### src/hw/rtl/gpu_batch_command_validator_macros.svh
// Assertion macros shared by the command validator RTL.
`ifndef GPU_BATCH_COMMAND_VALIDATOR_MACROS_SVH
`define GPU_BATCH_COMMAND_VALIDATOR_MACROS_SVH

// Same-cycle implication, disabled while in reset.
`define GBCV_ASSERT_NOW(label, clk, rst_n, ante, cons, msg) \
  label: assert property (@(posedge clk) disable iff (!rst_n) (ante) |-> (cons)) \
    else $error(msg);

// Next-cycle implication, disabled while in reset.
`define GBCV_ASSERT_NEXT(label, clk, rst_n, ante, cons, msg) \
  label: assert property (@(posedge clk) disable iff (!rst_n) (ante) |=> (cons)) \
    else $error(msg);

`endif

### src/hw/rtl/gbcv_pkg.sv
// Package: types, codes and decode helpers of the command validator.
package gbcv_pkg;

  localparam int unsigned WORD_W  = 32;
  localparam int unsigned LEN_W   = 13;
  localparam int unsigned ERR_W   = 3;

  localparam logic [WORD_W-1:0] END_WORD  = 32'h0500_0000;
  localparam logic [WORD_W-1:0] FENCE_TOP = 32'h6800_0000;
  localparam logic [WORD_W-1:0] TOP_MASK  = 32'hffff_0000;

  localparam logic [2:0] TYPE_MI   = 3'd0;
  localparam logic [2:0] TYPE_3D   = 3'd3;
  localparam logic [5:0] OP_NOOP   = 6'd0;
  localparam logic [5:0] OP_END    = 6'd10;
  localparam logic [5:0] OP_VAR_A  = 6'd32;
  localparam logic [5:0] OP_VAR_B  = 6'd36;
  localparam logic [5:0] OP_VAR_C  = 6'd38;
  localparam logic [5:0] OP_VAR_D  = 6'd46;

  localparam logic [ERR_W-1:0] ERR_OK           = 3'd0;
  localparam logic [ERR_W-1:0] ERR_HEADER       = 3'd1;
  localparam logic [ERR_W-1:0] ERR_END_NOT_LAST = 3'd2;
  localparam logic [ERR_W-1:0] ERR_TRUNCATED    = 3'd3;
  localparam logic [ERR_W-1:0] ERR_END_WORD     = 3'd4;
  localparam logic [ERR_W-1:0] ERR_PADDING      = 3'd5;
  localparam logic [ERR_W-1:0] ERR_EMPTY        = 3'd6;

  // Queue between front and back
  localparam int unsigned QDEPTH = 2;
  localparam int unsigned QPTR_W = $clog2(QDEPTH);
  localparam int unsigned QCNT_W = $clog2(QDEPTH + 1);

  // Classified word as it leaves the front end
  typedef struct packed {
    logic [LEN_W-1:0] hdr_len;   // 0 = bad header
    logic             end_op;
    logic             end_word;
    logic             nonzero;
    logic             pad;
    logic             last;
  } item_t;

  function automatic logic [LEN_W-1:0] header_len(input logic [WORD_W-1:0] w);
    logic [2:0] typ;
    logic [5:0] op;
    logic [LEN_W-1:0] len;
    typ = w[31:29];
    op  = w[28:23];
    len = '0;
    if (typ == TYPE_MI) begin
      if (op == OP_NOOP || op == OP_END) begin
        len = LEN_W'(1);
      end else if (op == OP_VAR_A || op == OP_VAR_B || op == OP_VAR_C || op == OP_VAR_D) begin
        len = {{(LEN_W-6){1'b0}}, w[5:0]} + LEN_W'(2);
      end
    end else if ((w & TOP_MASK) == FENCE_TOP) begin
      len = LEN_W'(1);
    end else if (typ == TYPE_3D) begin
      len = {{(LEN_W-12){1'b0}}, w[11:0]} + LEN_W'(2);
    end
    return len;
  endfunction

  // Keep only the first error
  function automatic logic [ERR_W-1:0] flag_err(input logic [ERR_W-1:0] cur,
                                                 input logic [ERR_W-1:0] code);
    return (cur == ERR_OK) ? code : cur;
  endfunction

  // End-of-used-region checks
  function automatic logic [ERR_W-1:0] close_region(input logic [ERR_W-1:0] cur,
                                                     input logic             any_used,
                                                     input logic [LEN_W-1:0] words_left,
                                                     input logic             last_end);
    logic [ERR_W-1:0] e;
    e = cur;
    if (!any_used) begin
      e = flag_err(e, ERR_EMPTY);
    end else begin
      if (words_left != '0) e = flag_err(e, ERR_TRUNCATED);
      if (!last_end) e = flag_err(e, ERR_END_WORD);
    end
    return e;
  endfunction

endpackage

### src/hw/rtl/gbcv_front.sv
// Front end: accepts command words and classifies them for the walker.
module gbcv_front (
  input  logic [gbcv_pkg::WORD_W-1:0] in_cmd_word,
  input  logic                        in_padding,
  input  logic                        in_last_word,
  input  logic                        in_valid,
  output logic                        in_ready,
  output logic                        push_valid,
  input  logic                        push_ready,
  output gbcv_pkg::item_t             push_item
);
  import gbcv_pkg::*;

  assign in_ready   = push_ready;
  assign push_valid = in_valid;

  always_comb begin
    push_item.hdr_len  = header_len(in_cmd_word);
    push_item.end_op   = (in_cmd_word[31:29] == TYPE_MI) && (in_cmd_word[28:23] == OP_END);
    push_item.end_word = (in_cmd_word == END_WORD);
    push_item.nonzero  = (in_cmd_word != '0);
    push_item.pad      = in_padding;
    push_item.last     = in_last_word;
  end

endmodule

### src/hw/rtl/gbcv_queue.sv
// Short register queue between the front end and the walker.
`include "gpu_batch_command_validator_macros.svh"
module gbcv_queue (
  input  logic            clk,
  input  logic            rst_n,
  input  logic            push_valid,
  output logic            push_ready,
  input  gbcv_pkg::item_t push_item,
  output logic            pop_valid,
  input  logic            pop_ready,
  output gbcv_pkg::item_t pop_item
);
  import gbcv_pkg::*;

  item_t             mem_r [QDEPTH];
  logic [QPTR_W-1:0] wr_ptr_r, wr_ptr_nxt;
  logic [QPTR_W-1:0] rd_ptr_r, rd_ptr_nxt;
  logic [QCNT_W-1:0] count_r, count_nxt;
  logic              push, pop;

  assign push_ready = (count_r != QCNT_W'(QDEPTH));
  assign pop_valid  = (count_r != '0);
  assign pop_item   = mem_r[rd_ptr_r];
  assign push       = push_valid && push_ready;
  assign pop        = pop_valid && pop_ready;

  always_comb begin
    wr_ptr_nxt = push ? wr_ptr_r + QPTR_W'(1) : wr_ptr_r;
    rd_ptr_nxt = pop ? rd_ptr_r + QPTR_W'(1) : rd_ptr_r;
    count_nxt  = count_r;
    if (push && !pop) count_nxt = count_r + QCNT_W'(1);
    else if (pop && !push) count_nxt = count_r - QCNT_W'(1);
  end

  always_ff @(posedge clk) begin
    if (!rst_n) begin
      wr_ptr_r <= '0;
      rd_ptr_r <= '0;
      count_r  <= '0;
    end else begin
      wr_ptr_r <= wr_ptr_nxt;
      rd_ptr_r <= rd_ptr_nxt;
      count_r  <= count_nxt;
    end
  end

  always_ff @(posedge clk) begin
    if (push) mem_r[wr_ptr_r] <= push_item;
  end

  `GBCV_ASSERT_NOW(a_q_count_range, clk, rst_n, 1'b1, count_r <= QCNT_W'(QDEPTH), "queue overfull")
  `GBCV_ASSERT_NEXT(a_q_push_only_grows, clk, rst_n, push && !pop, count_r == $past(count_r) + QCNT_W'(1), "queue count lost a push")

endmodule

### src/hw/rtl/gbcv_back.sv
// Back end: packet walker, sticky error tracking and result register.
`include "gpu_batch_command_validator_macros.svh"
module gbcv_back (
  input  logic                        clk,
  input  logic                        rst_n,
  input  logic                        pop_valid,
  output logic                        pop_ready,
  input  gbcv_pkg::item_t             pop_item,
  output logic                        out_valid,
  input  logic                        out_ready,
  output logic                        out_is_header,
  output logic [gbcv_pkg::LEN_W-1:0]  out_packet_words,
  output logic [gbcv_pkg::ERR_W-1:0]  out_error_code,
  output logic                        out_batch_done,
  output logic                        out_batch_ok
);
  import gbcv_pkg::*;

  // walker state
  logic [LEN_W-1:0] words_left_r, words_left_nxt;
  logic [ERR_W-1:0] err_r, err_nxt;
  logic             end_seen_r, end_seen_nxt;
  logic             last_end_r, last_end_nxt;   // last used word == END_WORD
  logic             any_used_r, any_used_nxt;
  logic             pad_started_r, pad_started_nxt;

  // result register
  logic             out_valid_r;
  logic             is_header_r, is_header_nxt;
  logic [LEN_W-1:0] pkt_r, pkt_nxt;
  logic [ERR_W-1:0] err_out_r;
  logic             done_r, ok_r;

  logic             pop;

  assign pop_ready = !out_valid_r || out_ready;
  assign pop       = pop_valid && pop_ready;

  always_comb begin
    err_nxt         = err_r;
    words_left_nxt  = words_left_r;
    end_seen_nxt    = end_seen_r;
    any_used_nxt    = any_used_r;
    last_end_nxt    = last_end_r;
    pad_started_nxt = pad_started_r;
    is_header_nxt   = 1'b0;
    pkt_nxt         = '0;
    if (pop_item.pad || pad_started_r) begin
      if (!pad_started_r) begin
        err_nxt         = close_region(err_nxt, any_used_r, words_left_r, last_end_r);
        pad_started_nxt = 1'b1;
      end
      if (pop_item.nonzero) err_nxt = flag_err(err_nxt, ERR_PADDING);
    end else begin
      if (end_seen_r) err_nxt = flag_err(err_nxt, ERR_END_NOT_LAST);
      if (words_left_r != '0) begin
        words_left_nxt = words_left_r - LEN_W'(1);
      end else if (pop_item.hdr_len == '0) begin
        err_nxt = flag_err(err_nxt, ERR_HEADER);
      end else begin
        is_header_nxt  = 1'b1;
        pkt_nxt        = pop_item.hdr_len;
        words_left_nxt = pop_item.hdr_len - LEN_W'(1);
        if (pop_item.end_op) end_seen_nxt = 1'b1;
      end
      any_used_nxt = 1'b1;
      last_end_nxt = pop_item.end_word;
    end
    // final word with no padding closes the region here
    if (pop_item.last && !pad_started_nxt) begin
      err_nxt = close_region(err_nxt, any_used_nxt, words_left_nxt, last_end_nxt);
    end
  end

  always_ff @(posedge clk) begin
    if (!rst_n) begin
      words_left_r  <= '0;
      err_r         <= ERR_OK;
      end_seen_r    <= 1'b0;
      last_end_r    <= 1'b0;
      any_used_r    <= 1'b0;
      pad_started_r <= 1'b0;
      out_valid_r   <= 1'b0;
    end else begin
      if (pop) begin
        if (pop_item.last) begin
          // next word opens a new batch
          words_left_r  <= '0;
          err_r         <= ERR_OK;
          end_seen_r    <= 1'b0;
          last_end_r    <= 1'b0;
          any_used_r    <= 1'b0;
          pad_started_r <= 1'b0;
        end else begin
          words_left_r  <= words_left_nxt;
          err_r         <= err_nxt;
          end_seen_r    <= end_seen_nxt;
          last_end_r    <= last_end_nxt;
          any_used_r    <= any_used_nxt;
          pad_started_r <= pad_started_nxt;
        end
        out_valid_r <= 1'b1;
      end else if (out_ready) begin
        out_valid_r <= 1'b0;
      end
    end
  end

  always_ff @(posedge clk) begin
    if (pop) begin
      is_header_r <= is_header_nxt;
      pkt_r       <= pkt_nxt;
      err_out_r   <= err_nxt;
      done_r      <= pop_item.last;
      ok_r        <= pop_item.last && (err_nxt == ERR_OK);
    end
  end

  assign out_valid        = out_valid_r;
  assign out_is_header    = is_header_r;
  assign out_packet_words = pkt_r;
  assign out_error_code   = err_out_r;
  assign out_batch_done   = done_r;
  assign out_batch_ok     = ok_r;

  `GBCV_ASSERT_NOW(a_ok_implies_clean, clk, rst_n, out_valid_r && ok_r, done_r && err_out_r == ERR_OK, "batch_ok without clean finish")
  `GBCV_ASSERT_NOW(a_len_only_on_header, clk, rst_n, out_valid_r && !is_header_r, pkt_r == '0, "packet_words on non-header")
  `GBCV_ASSERT_NEXT(a_state_cleared_after_last, clk, rst_n, pop && pop_item.last, words_left_r == '0 && err_r == ERR_OK && !pad_started_r && !any_used_r, "state not cleared after final word")

endmodule

### src/hw/rtl/gpu_batch_command_validator.sv
// Path: an accepted word is written into the 2-entry queue, then popped into the result register
//   that drives out_*.
// Throughput: one beat per cycle sustained while out_ready stays high; the walker state updates once per popped word.
// Reset: synchronous active-low rst_n empties the queue and result register and clears all
//   walker state; state also returns to reset after the final word of each batch.
// Top level of the command batch validator: front decode, queue, back walker.
module gpu_batch_command_validator (
  input  logic                        clk,
  input  logic                        rst_n,
  // input channel: one command word per beat
  input  logic                        in_valid,
  output logic                        in_ready,
  input  logic [gbcv_pkg::WORD_W-1:0] in_cmd_word,
  input  logic                        in_padding,
  input  logic                        in_last_word,
  // result channel: one result per word
  output logic                        out_valid,
  input  logic                        out_ready,
  output logic                        out_is_header,
  output logic [gbcv_pkg::LEN_W-1:0]  out_packet_words,
  output logic [gbcv_pkg::ERR_W-1:0]  out_error_code,
  output logic                        out_batch_done,
  output logic                        out_batch_ok
);
  import gbcv_pkg::*;

  // front -> queue
  logic  push_valid, push_ready;
  item_t push_item;
  // queue -> back
  logic  pop_valid, pop_ready;
  item_t pop_item;

  // Header decode and word classification are stateless, so they sit
  // ahead of the queue; only the walker needs the running state.
  gbcv_front u_front (
    .in_cmd_word (in_cmd_word),
    .in_padding  (in_padding),
    .in_last_word(in_last_word),
    .in_valid    (in_valid),
    .in_ready    (in_ready),
    .push_valid  (push_valid),
    .push_ready  (push_ready),
    .push_item   (push_item)
  );

  // Two entries: input keeps flowing one beat per cycle while out_ready is high,
  // beats queue up while a result waits on it, and in_ready stays off the output path.
  gbcv_queue u_queue (
    .clk       (clk),
    .rst_n     (rst_n),
    .push_valid(push_valid),
    .push_ready(push_ready),
    .push_item (push_item),
    .pop_valid (pop_valid),
    .pop_ready (pop_ready),
    .pop_item  (pop_item)
  );

  // Walker: packet lengths, sticky first error, end-of-region checks,
  // and the registered result beat.
  gbcv_back u_back (
    .clk             (clk),
    .rst_n           (rst_n),
    .pop_valid       (pop_valid),
    .pop_ready       (pop_ready),
    .pop_item        (pop_item),
    .out_valid       (out_valid),
    .out_ready       (out_ready),
    .out_is_header   (out_is_header),
    .out_packet_words(out_packet_words),
    .out_error_code  (out_error_code),
    .out_batch_done  (out_batch_done),
    .out_batch_ok    (out_batch_ok)
  );

endmodule
### config.mk
export PLATFORM = sky130hd
export DESIGN_NAME = gpu_batch_command_validator
export DESIGN_NICKNAME = d
export VERILOG_FILES = /design/src/hw/rtl/gbcv_pkg.sv /design/src/hw/rtl/gbcv_front.sv /design/src/hw/rtl/gbcv_queue.sv /design/src/hw/rtl/gbcv_back.sv /design/src/hw/rtl/gpu_batch_command_validator.sv
export VERILOG_INCLUDE_DIRS = /design/src /design/src/hw/rtl
export SDC_FILE = /design/constraint.sdc
export NUM_CORES = 1
export LEC_CHECK = 0
export ABC_CLOCK_PERIOD_IN_PS = 7810
export BUFFER_PORTS_ARGS = -buffer_cell sky130_fd_sc_hd__buf_2
export CELL_PAD_IN_SITES_DETAIL_PLACEMENT = 1
export CELL_PAD_IN_SITES_GLOBAL_PLACEMENT = 2
export CORE_UTILIZATION = 40
export DETAILED_ROUTE_END_ITERATION = 7
export PLACE_DENSITY_LB_ADDON = 0.08
export SLEW_MARGIN = 25
export SYNTH_ARGS = -nofsm -noshare
export SYNTH_HDL_FRONTEND = slang
export SYNTH_SLANG_ARGS = --single-unit
export TNS_END_PERCENT = 5
### constraint.sdc
create_clock -name clk -period 7.81 [get_ports clk]
set_clock_uncertainty 0.2 [all_clocks]
set_input_delay 2.343 -clock clk [delete_from_list [all_inputs] [get_ports clk]]
set_output_delay 2.343 -clock clk [all_outputs]
set_load 0.01 [all_outputs]
==> run summary <==
Sequential power share - 0.287
Commonest cells after routing, fill and taps aside - buf_2 (58), edfxtp_1 (55), nor2_1 (52), nand2_1 (29), dfxtp_1 (26)
Vias in the first global route - 3604
CTS buffer count - 9
Maximum clock frequency - 0.217 GHz
Ys async rst share - 0
Post-synth cell types - 68
Worst Setup EP - u_back.words_left_r[1]$_SDFFE_PN0P_
Internal power - 1.38 mW
Critical path data arrival time - 4.65 ns
I/O pins - 59
Synthesized netlist cell count - 453
CTS Hold Bufs - 0
Post-DP HPWL - 9250 um
Clock tree sinks - 81
Port bufs - 58
Initial antenna violation count - 0
Pwr dens - 465 mW/mm^2
Leak - 1.92 nW
Type of element launching the critical path - input pin
Iter 0 DRT Violations - 177
H-tree Lvls - 3
Area of the core - 0.0109 sq mm
First-pass GRT wire length - 19400 um
Reg2reg setup slack - 3.54 ns
Layout cell share with drive strength beyond 1 - 0.179
Pin count of the biggest net entering global routing - 37
Post-CTS Repair Setup Buffers - 0
GRT Residual Overflow - 0
Synthesized area per cell - 10.0 sq um
Final period utilization - 0.589
Synth area leaders - edfxtp_1 (36%), dfxtp_1 (11%), mux2i_1 (4.6%)
Top_reg_cell synth - edfxtp_1
Final setup viols - 0
Seq/Total Area, Yosys - 0.478
Status - complete, no violations
Switching fraction of total power - 0.440
Max-slew headroom - 0.351
Actual slew at the worst max-slew pin - 0.967 ns
YS warnings - 0
RSZ-0062 raised after global routing - no
Number of synthesized flops with an enable pin - 55
Crit path max fanout - 29
GP Congestion - 0.867
Capturing point of the worst reg2reg path - u_back.out_error_code[1]$_DFFE_PP_
DR vias - 3680
Post-DRT Antenna Nets - 0
Clock transition at the registers of the reported paths - 0.06 ns
Setup slack after placement - 3.01 ns
Final nets - 551
Drc violations - 0
Layout area overhead - 16.1%
Yosys top cell area share - 0.363
R2R cell count - 10
Clk pwr share - 0.179
Max Buffers Root-to-Sink - 2
Initial Util - 0.416
Worst path required time - 7.86 ns
Crit. Startpoint - out_ready
Fillers - 1263
Resize count post-CTS - 0
Hold Slack - 0.343 ns
Post-synthesis net count - 495
Mapped cell area - 0.00454 sq mm
Leading area contributor after synthesis - edfxtp_1
Fin crit period - 4.60 ns
Worst Hold Class - reg2reg
GRT Total Usage - 0.221
Setup TNS - 0 ns
Worst Setup End Kind - flop
Die height - 109 um
Sequential standard cell area - 0.00217 sq mm
Max VDD drop - 0.243 mV
Final Hold Viols - 0
Final WS setup - 3.21 ns
WL/cell - 18.4 um
Worst skew pair latency - 0.35 ns
Die Area - 0.0118 sq mm
Detailed Routing Iterations Pass 1 - 4
Kind of critical path - in2reg
Root Buffer - clkbuf_16
Max Cap Viol - 0
Die width - 109 um
Detailed Route WL - 12000 um
Multi-input gate area - 0.00226 sq mm
# rows - 38
ANT cells - 0
Drt via density - 5.63
Comb pwr share - 0.533
CTS tree - built
Slew Limit Fails - 0
Sw Pwr - 1.08 mW
Most common cell after layout, fill and taps aside - buf_2
#FFs+latches synth - 81
-- stage by stage --
step | cells | utilization | power [mW] | instance area [sq um]
2_1_floorplan | 453 | - | 1.65 | 4540
3_3_place_gp | 638 | 0.454 | 1.99 | 4970
3_5_place_dp | 638 | 0.454 | 2.02 | 4970
4_1_cts | 654 | 0.483 | 2.46 | 5280
5_1_grt | 654 | 0.483 | 2.63 | 5280
6_report | 654 | 0.483 | 2.46 | 5280
-- layout make-up --
cell class | count | area share
multi-input combinational | 344 | 0.428
sequential | 81 | 0.412
timing repair buffer | 62 | 0.0607
clock buffer | 14 | 0.0522
tap | 140 | 0.0332
inverter | 11 | 0.00782
clock inverter | 2 | 0.00664
-- registers in the layout, indices dropped and copies added, names as in the netlist, named ones only --
signal                   flops
u_queue.mem_r               36
u_back.out_packet_words     13
u_back.words_left_r         13
u_back.err_r                 3
u_back.out_error_code        3
u_queue.count_r              2
u_back.any_used_r            1
u_back.end_seen_r            1
u_back.last_end_r            1
u_back.out_batch_done        1
u_back.out_batch_ok          1
u_back.out_is_header         1
u_back.out_valid             1
u_back.pad_started_r         1
u_queue.rd_ptr_r             1
u_queue.wr_ptr_r             1
-- worst min-delay path by stage --
stage	to	cells after the start	startpoint	slack (ns)
after detailed placement	u_back.end_seen_r$_SDFFE_PN0P_	2	u_back.end_seen_r$_SDFFE_PN0P_	0.33
after global routing	u_back.end_seen_r$_SDFFE_PN0P_	2	u_back.end_seen_r$_SDFFE_PN0P_	0.37
after CTS	u_back.end_seen_r$_SDFFE_PN0P_	2	u_back.end_seen_r$_SDFFE_PN0P_	0.35
after floorplan	u_back.end_seen_r$_SDFFE_PN0P_	2	u_back.end_seen_r$_SDFFE_PN0P_	0.26
final	u_back.end_seen_r$_SDFFE_PN0P_	2	u_back.end_seen_r$_SDFFE_PN0P_	0.34
after global placement	u_back.end_seen_r$_SDFFE_PN0P_	2	u_back.end_seen_r$_SDFFE_PN0P_	0.32
-- critical path: stages --
cell and delay, ns:
buf_2 0.09, nor2b_1 0.13, or2_2 0.37, clkinv_1 0.86
nand2_1 0.54, o22ai_1 0.12, and2_1 0.19
-- cell usage after synthesis, drive strengths merged, types with 2 or more instances --
cell,instances
a22oi,10
o211a,3
and2,13
or3b,3
inv,11
xnor2,16
mux2i,21
nor3b,5
o21ai,21
o211ai,2
nor2,52
a211oi,2
and3,4
a311o,2
a221oi,2
mux2,3
or2,7
a31oi,2
nand4,4
dfxtp,26
a2111oi,2
nor3,20
ha,4
nand2b,6
buf,7
nand3,14
o22ai,5
nand4b,2
or4b,2
a22o,2
nor4b,3
nor4,16
clkbuf,10
or4,11
edfxtp,55
a21oi,10
nand2,29
o21bai,2
xor2,11
or3,6
nor2b,13
-- layer usage --
| layer | global-route usage | vias to the layer above | share of wire |
|---|---|---|---|
| met2 | 0.350 | 74 | 0.48 |
| met3 | 0.0422 | 15 | 0.032 |
| met4 | 0.0782 | 0 | 0.014 |
| li1 | - | 1814 | - |
| met1 | 0.300 | 1777 | 0.47 |
| met5 | 0 | - | 0 |
-- cells by family after synthesis --
kind of cell,after synthesis,synth area share
AO/OA/AOI/OAI,78,0.123
XOR/XNOR,27,0.0520
adder cells (fa/ha/maj),4,0.0110
buffers and inverters,28,0.0251
flip-flops,81,0.478
multiplexers,24,0.0537
AND/OR/NAND/NOR,211,0.257
-- power by group through the flow --
| stage | sequential, mW | combinational, mW | clock, mW |
|---|---|---|---|
| floorplan | 0.717 | 0.937 | 0 |
| finish | 0.706 | 1.31 | 0.440 |
| CTS | 0.706 | 1.31 | 0.448 |
| detailed placement | 0.714 | 1.30 | 0 |
| global placement | 0.707 | 1.29 | 0 |
| global route | 0.721 | 1.44 | 0.463 |
(Power assumes the default switching activity.)
